File: config.mk
export PLATFORM = sky130hd
export DESIGN_NAME = sensor_param_read_requester_core
export DESIGN_NICKNAME = d
export VERILOG_FILES = /design/src/rtl/srr_pkg.sv /design/src/rtl/sensor_param_read_requester_core.sv
export SDC_FILE = /design/constraint.sdc
export NUM_CORES = 1
export LEC_CHECK = 0
export ABC_AREA = 0
export BUFFER_PORTS_ARGS = -buffer_cell sky130_fd_sc_hd__buf_2
export CAP_MARGIN = 15
export CORE_MARGIN = 10
export CORE_UTILIZATION = 53
export DETAILED_ROUTE_END_ITERATION = 6
export GPL_TIMING_DRIVEN = 0
export PLACE_DENSITY = 0.7
export SETUP_SLACK_MARGIN = 0.1
export SKIP_LAST_GASP = 1
export SLEW_MARGIN = 20
export SYNTH_ARGS = -nofsm -noshare
export SYNTH_HDL_FRONTEND = slang
export SYNTH_SLANG_ARGS = --single-unit
File: constraint.sdc
create_clock -name clk -period 10.04 [get_ports clk]
set_input_delay 0.502 -clock clk [delete_from_list [all_inputs] [get_ports clk]]
set_output_delay 0.502 -clock clk [all_outputs]
set_load 0.005 [all_outputs]
File: src/rtl/srr_pkg.sv
// Package for the sensor parameter read requester.
// Holds the item structs, the phase enum and the frame and code constants.
// No dependencies.
package srr_pkg;

	// Command codes of an input item
	localparam logic [1:0] CMD_START = 2'd0;
	localparam logic [1:0] CMD_RX    = 2'd1;
	localparam logic [1:0] CMD_TICK  = 2'd2;

	// Result kinds
	localparam logic KIND_TX   = 1'b0;
	localparam logic KIND_DONE = 1'b1;

	// Completion status codes
	localparam logic [1:0] ST_OK       = 2'd0;
	localparam logic [1:0] ST_TIMEOUT  = 2'd1;
	localparam logic [1:0] ST_CHECKSUM = 2'd2;
	localparam logic [1:0] ST_DEVFAIL  = 2'd3;

	// Configuration register indexes
	localparam logic [2:0] CFG_PRE_SEND_WAIT    = 3'd0;
	localparam logic [2:0] CFG_IDLE_BEFORE_SEND = 3'd1;
	localparam logic [2:0] CFG_REPLY_TIMEOUT    = 3'd2;
	localparam logic [2:0] CFG_MISMATCH_WAIT    = 3'd3;
	localparam logic [2:0] CFG_ATTEMPT_LIMIT    = 3'd4;

	localparam int CFG_IDX_W  = 3;
	localparam int CFG_DATA_W = 16;

	// Frame constants
	localparam logic [7:0] FUNC_READ  = 8'h52;
	localparam logic [7:0] REPLY_FLAG = 8'h80;
	localparam logic [7:0] FAIL_CODE  = 8'hFF;
	localparam logic [7:0] ZERO_BYTE  = 8'h00;
	localparam logic [15:0] WAIT_MAX  = 16'hFFFF;

	localparam int FRAME_LEN = 8;
	localparam int BEAT_W    = $clog2(FRAME_LEN);

	typedef enum logic [2:0] {
		PH_IDLE,
		PH_PRE,
		PH_DRAIN,
		PH_COLLECT,
		PH_MISWAIT
	} phase_t;

	typedef struct packed {
		logic [1:0] command;
		logic [7:0] dev_addr;
		logic [7:0] param_code;
		logic [7:0] rx_byte;
	} srr_in_t;

	typedef struct packed {
		logic        kind;
		logic [7:0]  tx_byte;
		logic [1:0]  status;
		logic [31:0] read_value;
		logic        last;
	} srr_out_t;

endpackage

File: src/rtl/sensor_param_read_requester_core.sv
// Sensor parameter read requester, top level.
// Sequences attempts, emits request frames and checks replies.
// Depends on srr_pkg.
//
// Output: an accepted item's first result is registered and shows on the output in the cycle after.
// Throughput: one item per cycle while the output accepts; an item that sends a request
// frame holds the input until the last of the eight frame bytes leaves, set by the single
// output job register that plays the frame out one byte a cycle while out_ready is high.
// Reset: arst_n clears phase, counters, request registers, configuration (to its
// reset values) and the output job; the reply byte store is not cleared.
module sensor_param_read_requester_core (
	input  logic                              clk,
	input  logic                              arst_n,
	input  logic                              in_valid,
	output logic                              in_ready,
	input  srr_pkg::srr_in_t                  in_item,
	output logic                              out_valid,
	input  logic                              out_ready,
	output srr_pkg::srr_out_t                 out_item,
	input  logic                              cfg_we,
	input  logic [srr_pkg::CFG_IDX_W-1:0]     cfg_index,
	input  logic [srr_pkg::CFG_DATA_W-1:0]    cfg_data
);
	import srr_pkg::*;

	// Configuration registers
	logic [15:0] cfg_pre_q;
	logic [7:0]  cfg_idle_q;
	logic [15:0] cfg_timeout_q;
	logic [15:0] cfg_mis_q;
	logic [3:0]  cfg_limit_q;

	// Sequencer state
	phase_t      phase_q, phase_n;
	logic [15:0] wait_q, wait_n;
	logic [3:0]  attempt_q, attempt_n;
	logic [3:0]  byte_q, byte_n;
	logic [7:0]  req_addr_q, req_addr_n;
	logic [7:0]  req_param_q, req_param_n;
	logic [1:0]  err_q, err_n;

	// Reply byte store: each entry written before it is read within an attempt
	logic [7:0]  reply_q [FRAME_LEN];
	logic        reply_we;

	// Output job: either a request frame played out by beat, or one completion
	logic              job_v_q;
	logic              job_frame_q;
	logic [BEAT_W-1:0] beat_q;
	logic [7:0]        job_addr_q;
	logic [7:0]        job_param_q;
	logic [7:0]        job_sum_q;
	logic [1:0]        job_status_q;
	logic [31:0]       job_value_q;

	// Job request from the sequencer
	logic        new_frame;
	logic        new_done;
	logic [1:0]  done_status;
	logic [31:0] done_value;

	logic        fire;
	logic        out_fire;

	// Scratch for the next-state block
	logic [15:0] w_dec, w_inc;
	logic        end_attempt;
	logic [3:0]  att_inc;
	logic [7:0]  sum7;

	assign fire     = in_valid && in_ready;
	assign out_fire = out_valid && out_ready;

	// Hold the input whenever a job is waiting, unless its final beat leaves now
	assign in_ready  = !job_v_q || (out_ready && out_item.last);
	assign out_valid = job_v_q;

	//--------------------------------------------------------------------------
	// Configuration port
	//--------------------------------------------------------------------------
	always_ff @(posedge clk or negedge arst_n) begin
		if (!arst_n) begin
			cfg_pre_q     <= 16'd10;
			cfg_idle_q    <= 8'd5;
			cfg_timeout_q <= 16'd100;
			cfg_mis_q     <= 16'd10;
			cfg_limit_q   <= 4'd3;
		end else if (cfg_we) begin
			case (cfg_index)
				CFG_PRE_SEND_WAIT:    cfg_pre_q     <= cfg_data;
				CFG_IDLE_BEFORE_SEND: cfg_idle_q    <= cfg_data[7:0];
				CFG_REPLY_TIMEOUT:    cfg_timeout_q <= cfg_data;
				CFG_MISMATCH_WAIT:    cfg_mis_q     <= cfg_data;
				CFG_ATTEMPT_LIMIT:    cfg_limit_q   <= cfg_data[3:0];
				default: ;
			endcase
		end
	end

	//--------------------------------------------------------------------------
	// Next state: the whole effect of one item, in a single pass
	//--------------------------------------------------------------------------
	always_comb begin
		phase_n     = phase_q;
		wait_n      = wait_q;
		attempt_n   = attempt_q;
		byte_n      = byte_q;
		req_addr_n  = req_addr_q;
		req_param_n = req_param_q;
		err_n       = err_q;
		reply_we    = 1'b0;
		new_frame   = 1'b0;
		new_done    = 1'b0;
		done_status = ST_OK;
		done_value  = 32'd0;
		end_attempt = 1'b0;

		w_dec   = (wait_q != 16'd0) ? wait_q - 16'd1 : wait_q;
		w_inc   = (wait_q != WAIT_MAX) ? wait_q + 16'd1 : wait_q;
		att_inc = attempt_q + 4'd1;

		// Checksum over the seven stored reply bytes
		sum7 = 8'd0;
		for (int i = 0; i < FRAME_LEN - 1; i++) begin
			sum7 = sum7 + reply_q[i];
		end

		case (in_item.command)
			CMD_START: begin
				req_addr_n  = in_item.dev_addr;
				req_param_n = in_item.param_code;
				attempt_n   = 4'd0;
				byte_n      = 4'd0;
				err_n       = ST_DEVFAIL;
				if (cfg_limit_q == 4'd0) begin
					phase_n     = PH_IDLE;
					new_done    = 1'b1;
					done_status = ST_DEVFAIL;
				end else if (cfg_pre_q == 16'd0) begin
					phase_n = PH_DRAIN;
					wait_n  = 16'd0;
				end else begin
					phase_n = PH_PRE;
					wait_n  = cfg_pre_q;
				end
			end
			CMD_RX: begin
				if (phase_q == PH_DRAIN) begin
					// A byte on the line restarts the silence count
					wait_n = 16'd0;
				end else if (phase_q == PH_COLLECT) begin
					reply_we = 1'b1;
					byte_n   = byte_q + 4'd1;
					if (byte_n >= 4'(FRAME_LEN)) begin
						// Eighth byte: the incoming byte is the checksum
						if (sum7 != in_item.rx_byte) begin
							err_n       = ST_CHECKSUM;
							end_attempt = 1'b1;
						end else begin
							if (reply_q[0] != req_addr_q ||
							    reply_q[1] != (FUNC_READ | REPLY_FLAG)) begin
								err_n = ST_TIMEOUT;
							end else if (reply_q[6] == FAIL_CODE ||
							             reply_q[6] != req_param_q) begin
								err_n = ST_DEVFAIL;
							end
							if (err_n == ST_TIMEOUT || err_n == ST_DEVFAIL) begin
								if (reply_q[0] == req_addr_q &&
								    reply_q[1] == (FUNC_READ | REPLY_FLAG) &&
								    reply_q[6] != FAIL_CODE &&
								    reply_q[6] == req_param_q) begin
									// Good reply while a stale error code is held
									phase_n     = PH_IDLE;
									new_done    = 1'b1;
									done_status = ST_OK;
									done_value  = {reply_q[5], reply_q[4],
									               reply_q[3], reply_q[2]};
									err_n       = err_q;
								end else if (cfg_mis_q == 16'd0) begin
									end_attempt = 1'b1;
								end else begin
									phase_n = PH_MISWAIT;
									wait_n  = cfg_mis_q;
								end
							end else begin
								phase_n     = PH_IDLE;
								new_done    = 1'b1;
								done_status = ST_OK;
								done_value  = {reply_q[5], reply_q[4],
								               reply_q[3], reply_q[2]};
							end
						end
					end
				end
			end
			CMD_TICK: begin
				case (phase_q)
					PH_PRE: begin
						if (w_dec == 16'd0) begin
							phase_n = PH_DRAIN;
							wait_n  = 16'd0;
						end else begin
							wait_n = w_dec;
						end
					end
					PH_DRAIN: begin
						if (w_inc >= {8'd0, cfg_idle_q}) begin
							// Line quiet long enough: send the request
							phase_n   = PH_COLLECT;
							byte_n    = 4'd0;
							wait_n    = 16'd0;
							new_frame = 1'b1;
						end else begin
							wait_n = w_inc;
						end
					end
					PH_COLLECT: begin
						wait_n = w_inc;
						if (w_inc >= cfg_timeout_q) begin
							err_n       = ST_TIMEOUT;
							end_attempt = 1'b1;
						end
					end
					PH_MISWAIT: begin
						wait_n = w_dec;
						if (w_dec == 16'd0) begin
							end_attempt = 1'b1;
						end
					end
					default: ;
				endcase
			end
			default: ;
		endcase

		// Attempt over: retry or report the error just recorded
		if (end_attempt) begin
			attempt_n = att_inc;
			if (att_inc >= cfg_limit_q) begin
				phase_n     = PH_IDLE;
				new_done    = 1'b1;
				done_status = err_n;
			end else if (cfg_pre_q == 16'd0) begin
				phase_n = PH_DRAIN;
				wait_n  = 16'd0;
			end else begin
				phase_n = PH_PRE;
				wait_n  = cfg_pre_q;
			end
		end
	end

	always_ff @(posedge clk or negedge arst_n) begin
		if (!arst_n) begin
			phase_q     <= PH_IDLE;
			wait_q      <= 16'd0;
			attempt_q   <= 4'd0;
			byte_q      <= 4'd0;
			req_addr_q  <= 8'd0;
			req_param_q <= 8'd0;
			err_q       <= ST_DEVFAIL;
		end else if (fire) begin
			phase_q     <= phase_n;
			wait_q      <= wait_n;
			attempt_q   <= attempt_n;
			byte_q      <= byte_n;
			req_addr_q  <= req_addr_n;
			req_param_q <= req_param_n;
			err_q       <= err_n;
		end
	end

	// Reply store, written by collected bytes
	always_ff @(posedge clk) begin
		if (fire && reply_we) begin
			reply_q[byte_q[BEAT_W-1:0]] <= in_item.rx_byte;
		end
	end

	//--------------------------------------------------------------------------
	// Output job register
	//--------------------------------------------------------------------------
	always_ff @(posedge clk or negedge arst_n) begin
		if (!arst_n) begin
			job_v_q     <= 1'b0;
			job_frame_q <= 1'b0;
			beat_q      <= '0;
		end else if (fire && (new_frame || new_done)) begin
			job_v_q     <= 1'b1;
			job_frame_q <= new_frame;
			beat_q      <= '0;
		end else if (out_fire) begin
			if (out_item.last) begin
				job_v_q <= 1'b0;
			end else begin
				beat_q <= beat_q + BEAT_W'(1);
			end
		end
	end

	// Job payload, loaded with the job
	always_ff @(posedge clk) begin
		if (fire && (new_frame || new_done)) begin
			job_addr_q   <= req_addr_q;
			job_param_q  <= req_param_q;
			job_sum_q    <= req_addr_q + FUNC_READ + req_param_q;
			job_status_q <= done_status;
			job_value_q  <= done_value;
		end
	end

	//--------------------------------------------------------------------------
	// Outputs: pick the frame byte for this beat, or present the completion
	//--------------------------------------------------------------------------
	always_comb begin
		out_item = '0;
		if (job_frame_q) begin
			out_item.kind = KIND_TX;
			out_item.last = (beat_q == BEAT_W'(FRAME_LEN - 1));
			case (beat_q)
				3'd0:    out_item.tx_byte = job_addr_q;
				3'd1:    out_item.tx_byte = FUNC_READ;
				3'd6:    out_item.tx_byte = job_param_q;
				3'd7:    out_item.tx_byte = job_sum_q;
				default: out_item.tx_byte = ZERO_BYTE;
			endcase
		end else begin
			out_item.kind       = KIND_DONE;
			out_item.status     = job_status_q;
			out_item.read_value = job_value_q;
			out_item.last       = 1'b1;
		end
	end

	//--------------------------------------------------------------------------
	// Assertions
	//--------------------------------------------------------------------------
	// Never take an item while a job stays behind on the output
	a_hold_input: assert property (@(posedge clk) disable iff (!arst_n)
		(job_v_q && !(out_ready && out_item.last)) |-> !in_ready)
		else $error("input accepted while an output job is still pending");

	// A request frame, once begun, keeps going until its final byte
	a_frame_burst: assert property (@(posedge clk) disable iff (!arst_n)
		(out_fire && job_frame_q && !out_item.last) |=> (out_valid && job_frame_q))
		else $error("request frame broken off before its last byte");

	// Collection never counts past a full reply
	a_byte_bound: assert property (@(posedge clk) disable iff (!arst_n)
		(phase_q == PH_COLLECT) |-> (byte_q < 4'(FRAME_LEN)))
		else $error("reply byte count out of range");

	// A completion is always the final result of its item
	a_done_last: assert property (@(posedge clk) disable iff (!arst_n)
		(out_valid && !job_frame_q) |-> (out_item.kind == KIND_DONE && out_item.last))
		else $error("completion not marked as final");

endmodule

==> reports/summary.txt <==
placed cell count: 1,725
Max H-tree Level: 1
IO Count: 96
Num Clock Sinks: 224
Hold Crit Start: in_item[14]
DRC violation total after the first TritonRoute iteration: 1,104
Pwr per Cell Area: 239 nW/um2
HP Class: in -> reg
post-DR wirelength/cell: 22.8 um
Critical Path Start Type: flip-flop
hold path depth: 2
Crit Path Category: reg -> reg
Syn-to-layout area delta: 14.0%
CTS max path bufs: 3
crit path DAT: 6680 ps
total gr overflow: 0
Post-Syn Area per Cell: 10.5 um2
diode count: 0
number of port buffers: 95
Via density: 6.08
routability congestion estimate: 1.01
Worst-Skew Late Latency: 540 ps
initial antenna violation count: 0
Worst-path clk slew: 60 ps
max-slew violation count: 0
final cell count without fillers: 1,772
Netlist cell types: 74
vias in the first global route: 10,600
post-synthesis register bit count: 224
post-synth top area share: 0.252
Starting Density: 0.540
TritonCTS buffer count: 25
Core Box Area: 25,200 um2
setup slack, reg-to-reg: 3640 ps
worst-margin pin slew: 1080 ps
Die X: 180 um
crit share post-route: 0.637
status: finished, final reports clean
Max Fclk: 156 MHz
Yosys top cell by area: edfxtp_1
Layout fillers: 2,119
TritonCTS clock tree: done
Post-synth EDFFs: 114
most frequent cells after synthesis: 114 x edfxtp_1, 110 x nand2_1, 98 x inv_1, 97 x dfrtp_1, 77 x o21ai_0
largest net degree at the start of global routing: 62
num rows: 58
Syn Std Cell Area: 13,600 um2
GRT Resource Usage Total: 0.244
Worst IR Drop VDD: 170 uV
WL final: 40,400 um
Die Y: 180 um
Setup Skew: 9.60 ps
Max Cap Viol: 0
first-pass GRT wire length: 63,500 um
Synth Instances: 1,294
fraction of layout cells with a size suffix above 1: 0.170
Hold Path Sink: req_param_q[6]
root buf cell: clkbuf_16
Primary FF master, synth: edfxtp_1
count leader, synth: edfxtp_1
asr flop ratio synth: 0.491
syn nets: 1,441
Leakage Power: 6.37 nW
Final Hold Viols: 0
via count: 10,800
PostCTS Resize Cnt: 0
Worst Path Required: 10,320 ps
unrepaired setup endpoints after global routing: false
total die area: 32,500 um2
Final setup viols: 0
reg2reg path depth: 19
shortest period the worst path allows: 6400 ps
RR Startpoint: reply_q[6][2]
Yosys warnings: 0
Final ANT Viol Nets: 0
Power Total: 0.00370 W
Hold Slack: 193 ps
r2r endpoint: job_value_q[12]
iteration count of the initial detailed-routing pass: 5
NumNets Final: 1,570
relative slew slack: 0.276
Post-route DRC: 0
Crit. End Element: flip-flop
CP max FO: 22
Synth area leaders: edfxtp_1 25%, dfrtp_1 18%, ha_1 5.9%
sequential share of the synthesized area: 0.455
detailed placement HPWL: 31,100 um
-- cells by family (layout without fill, tap and decap cells) --
family                   count (synthesis)  in the layout  share of synthesized area
AO/OA/AOI/OAI                          249            249                      0.119
XOR/XNOR                                67             67                     0.0473
adder cells (fa/ha/maj)                 97             97                      0.107
buffers and inverters                  161            309                     0.0461
flip-flops                             224            224                      0.455
multiplexers                            77             77                     0.0621
AND/OR/NAND/NOR                        419            419                      0.163
-- through the flow --
stage | setup TNS [ps] | util | area [um2] | setup WS [ps]
after detailed placement | 0 | 0.582 | 14600 | 3680
final | 0 | 0.616 | 15500 | 3640
after floorplan | 0 | - | 13600 | 1650
after global placement | -8240 | 0.575 | 14500 | -151
after global routing | 0 | 0.616 | 15500 | 3190
after CTS | 0 | 0.615 | 15500 | 3640
-- flip-flops by register name (all words and copies together) (netlist names), 3 cells and up --
| signal | cells |
|---|---|
| cfg_pre_q | 16 |
| phase_q | 3 |
| cfg_timeout_q | 16 |
| reply_q | 56 |
| cfg_mis_q | 16 |
| job_value_q | 32 |
| job_sum_q | 8 |
| attempt_q | 4 |
| req_param_q | 8 |
| req_addr_q | 8 |
| job_param_q | 8 |
| cfg_idle_q | 8 |
| wait_q | 16 |
| cfg_limit_q | 4 |
| job_addr_q | 8 |
| byte_q | 4 |
| beat_q | 3 |
-- final cells by class --
cell class / count / area (um2) / share of cell area
timing repair buffer: 102 / 612 / 0.0395
clock buffer: 39 / 782 / 0.0504
buffer: 62 / 255 / 0.0165
clock inverter: 7 / 51.3 / 0.00331
sequential: 224 / 6190 / 0.399
multi-input combinational: 909 / 6820 / 0.440
tap: 330 / 413 / 0.0266
inverter: 99 / 372 / 0.0240
-- power by group --
group	internal, W	switching (W)
Sequential	0.00114	0.000158
Combinational	0.000573	0.000910
Clock	0.000539	0.000377
-- critical path: stages, from the launching register on --
cell      delay, ps
edfxtp_1        450
fa_1            580
inv_1            80
fa_1            540
fa_1            550
inv_1            50
fa_1            520
fa_1            480
a21o_1          180
a21oi_1         210
xnor2_1         140
nand3_1          70
or4_1           530
buf_2           180
nor2_1          130
nor3_1           90
o21ai_0         680
a31oi_4         230
buf_16          240
buf_16          170
-- layout by cell type, fill, tap and decap left out, types with 7 or more instances in the layout --
cell,Yosys,routed
xor2_1,15,15
nand3_1,28,28
nor4_1,17,15
nor2b_1,45,45
o221ai_1,8,8
o211ai_1,11,11
a211oi_1,10,10
inv_1,98,98
nand4_1,23,23
a221oi_1,9,9
buf_2,6,102
nand2_1,110,110
nor4_2,5,7
and3_1,7,7
a21oi_1,50,50
mux2i_1,18,18
fa_1,33,33
nor2_1,68,68
o21ai_0,77,77
ha_1,64,64
nor3_1,28,26
clkbuf_16,0,27
dfrtp_1,97,97
o31ai_1,9,9
dfstp_2,13,13
edfxtp_1,114,114
xnor2_1,47,47
mux2_2,59,59
nand2b_1,21,21
and2_1,39,39
clkbuf_1,51,55
a21o_1,16,16
a222oi_1,7,7
-- worst max-delay path by stage --
stage,start,end,slack (ps),cells past startpoint
5_1_grt,reply_q[6][2],beat_q[1],3190,20
6_report,reply_q[6][2],job_value_q[12],3640,19
3_3_place_gp,reply_q[6][2],job_value_q[9],-150,17
2_1_floorplan,reply_q[6][2],job_addr_q[0],1650,17
3_5_place_dp,reply_q[6][2],job_value_q[9],3680,19
4_1_cts,reply_q[6][2],job_value_q[11],3640,19
-- metal layers --
layer / GRT usage / vias to the layer above / share of wire
met5: 0 / - / 0
met4: 0.0591 / 0 / 0.023
met3: 0.0438 / 70 / 0.092
met2: 0.368 / 535 / 0.44
met1: 0.355 / 5290 / 0.44
li1: - / 4884 / -
-- repair_timing --
item,CTS,global route
hold endpoints to repair,36,0
hold buffers,1,0
setup buffers,0,0
No activity file was read; power rests on OpenSTA's default activity.
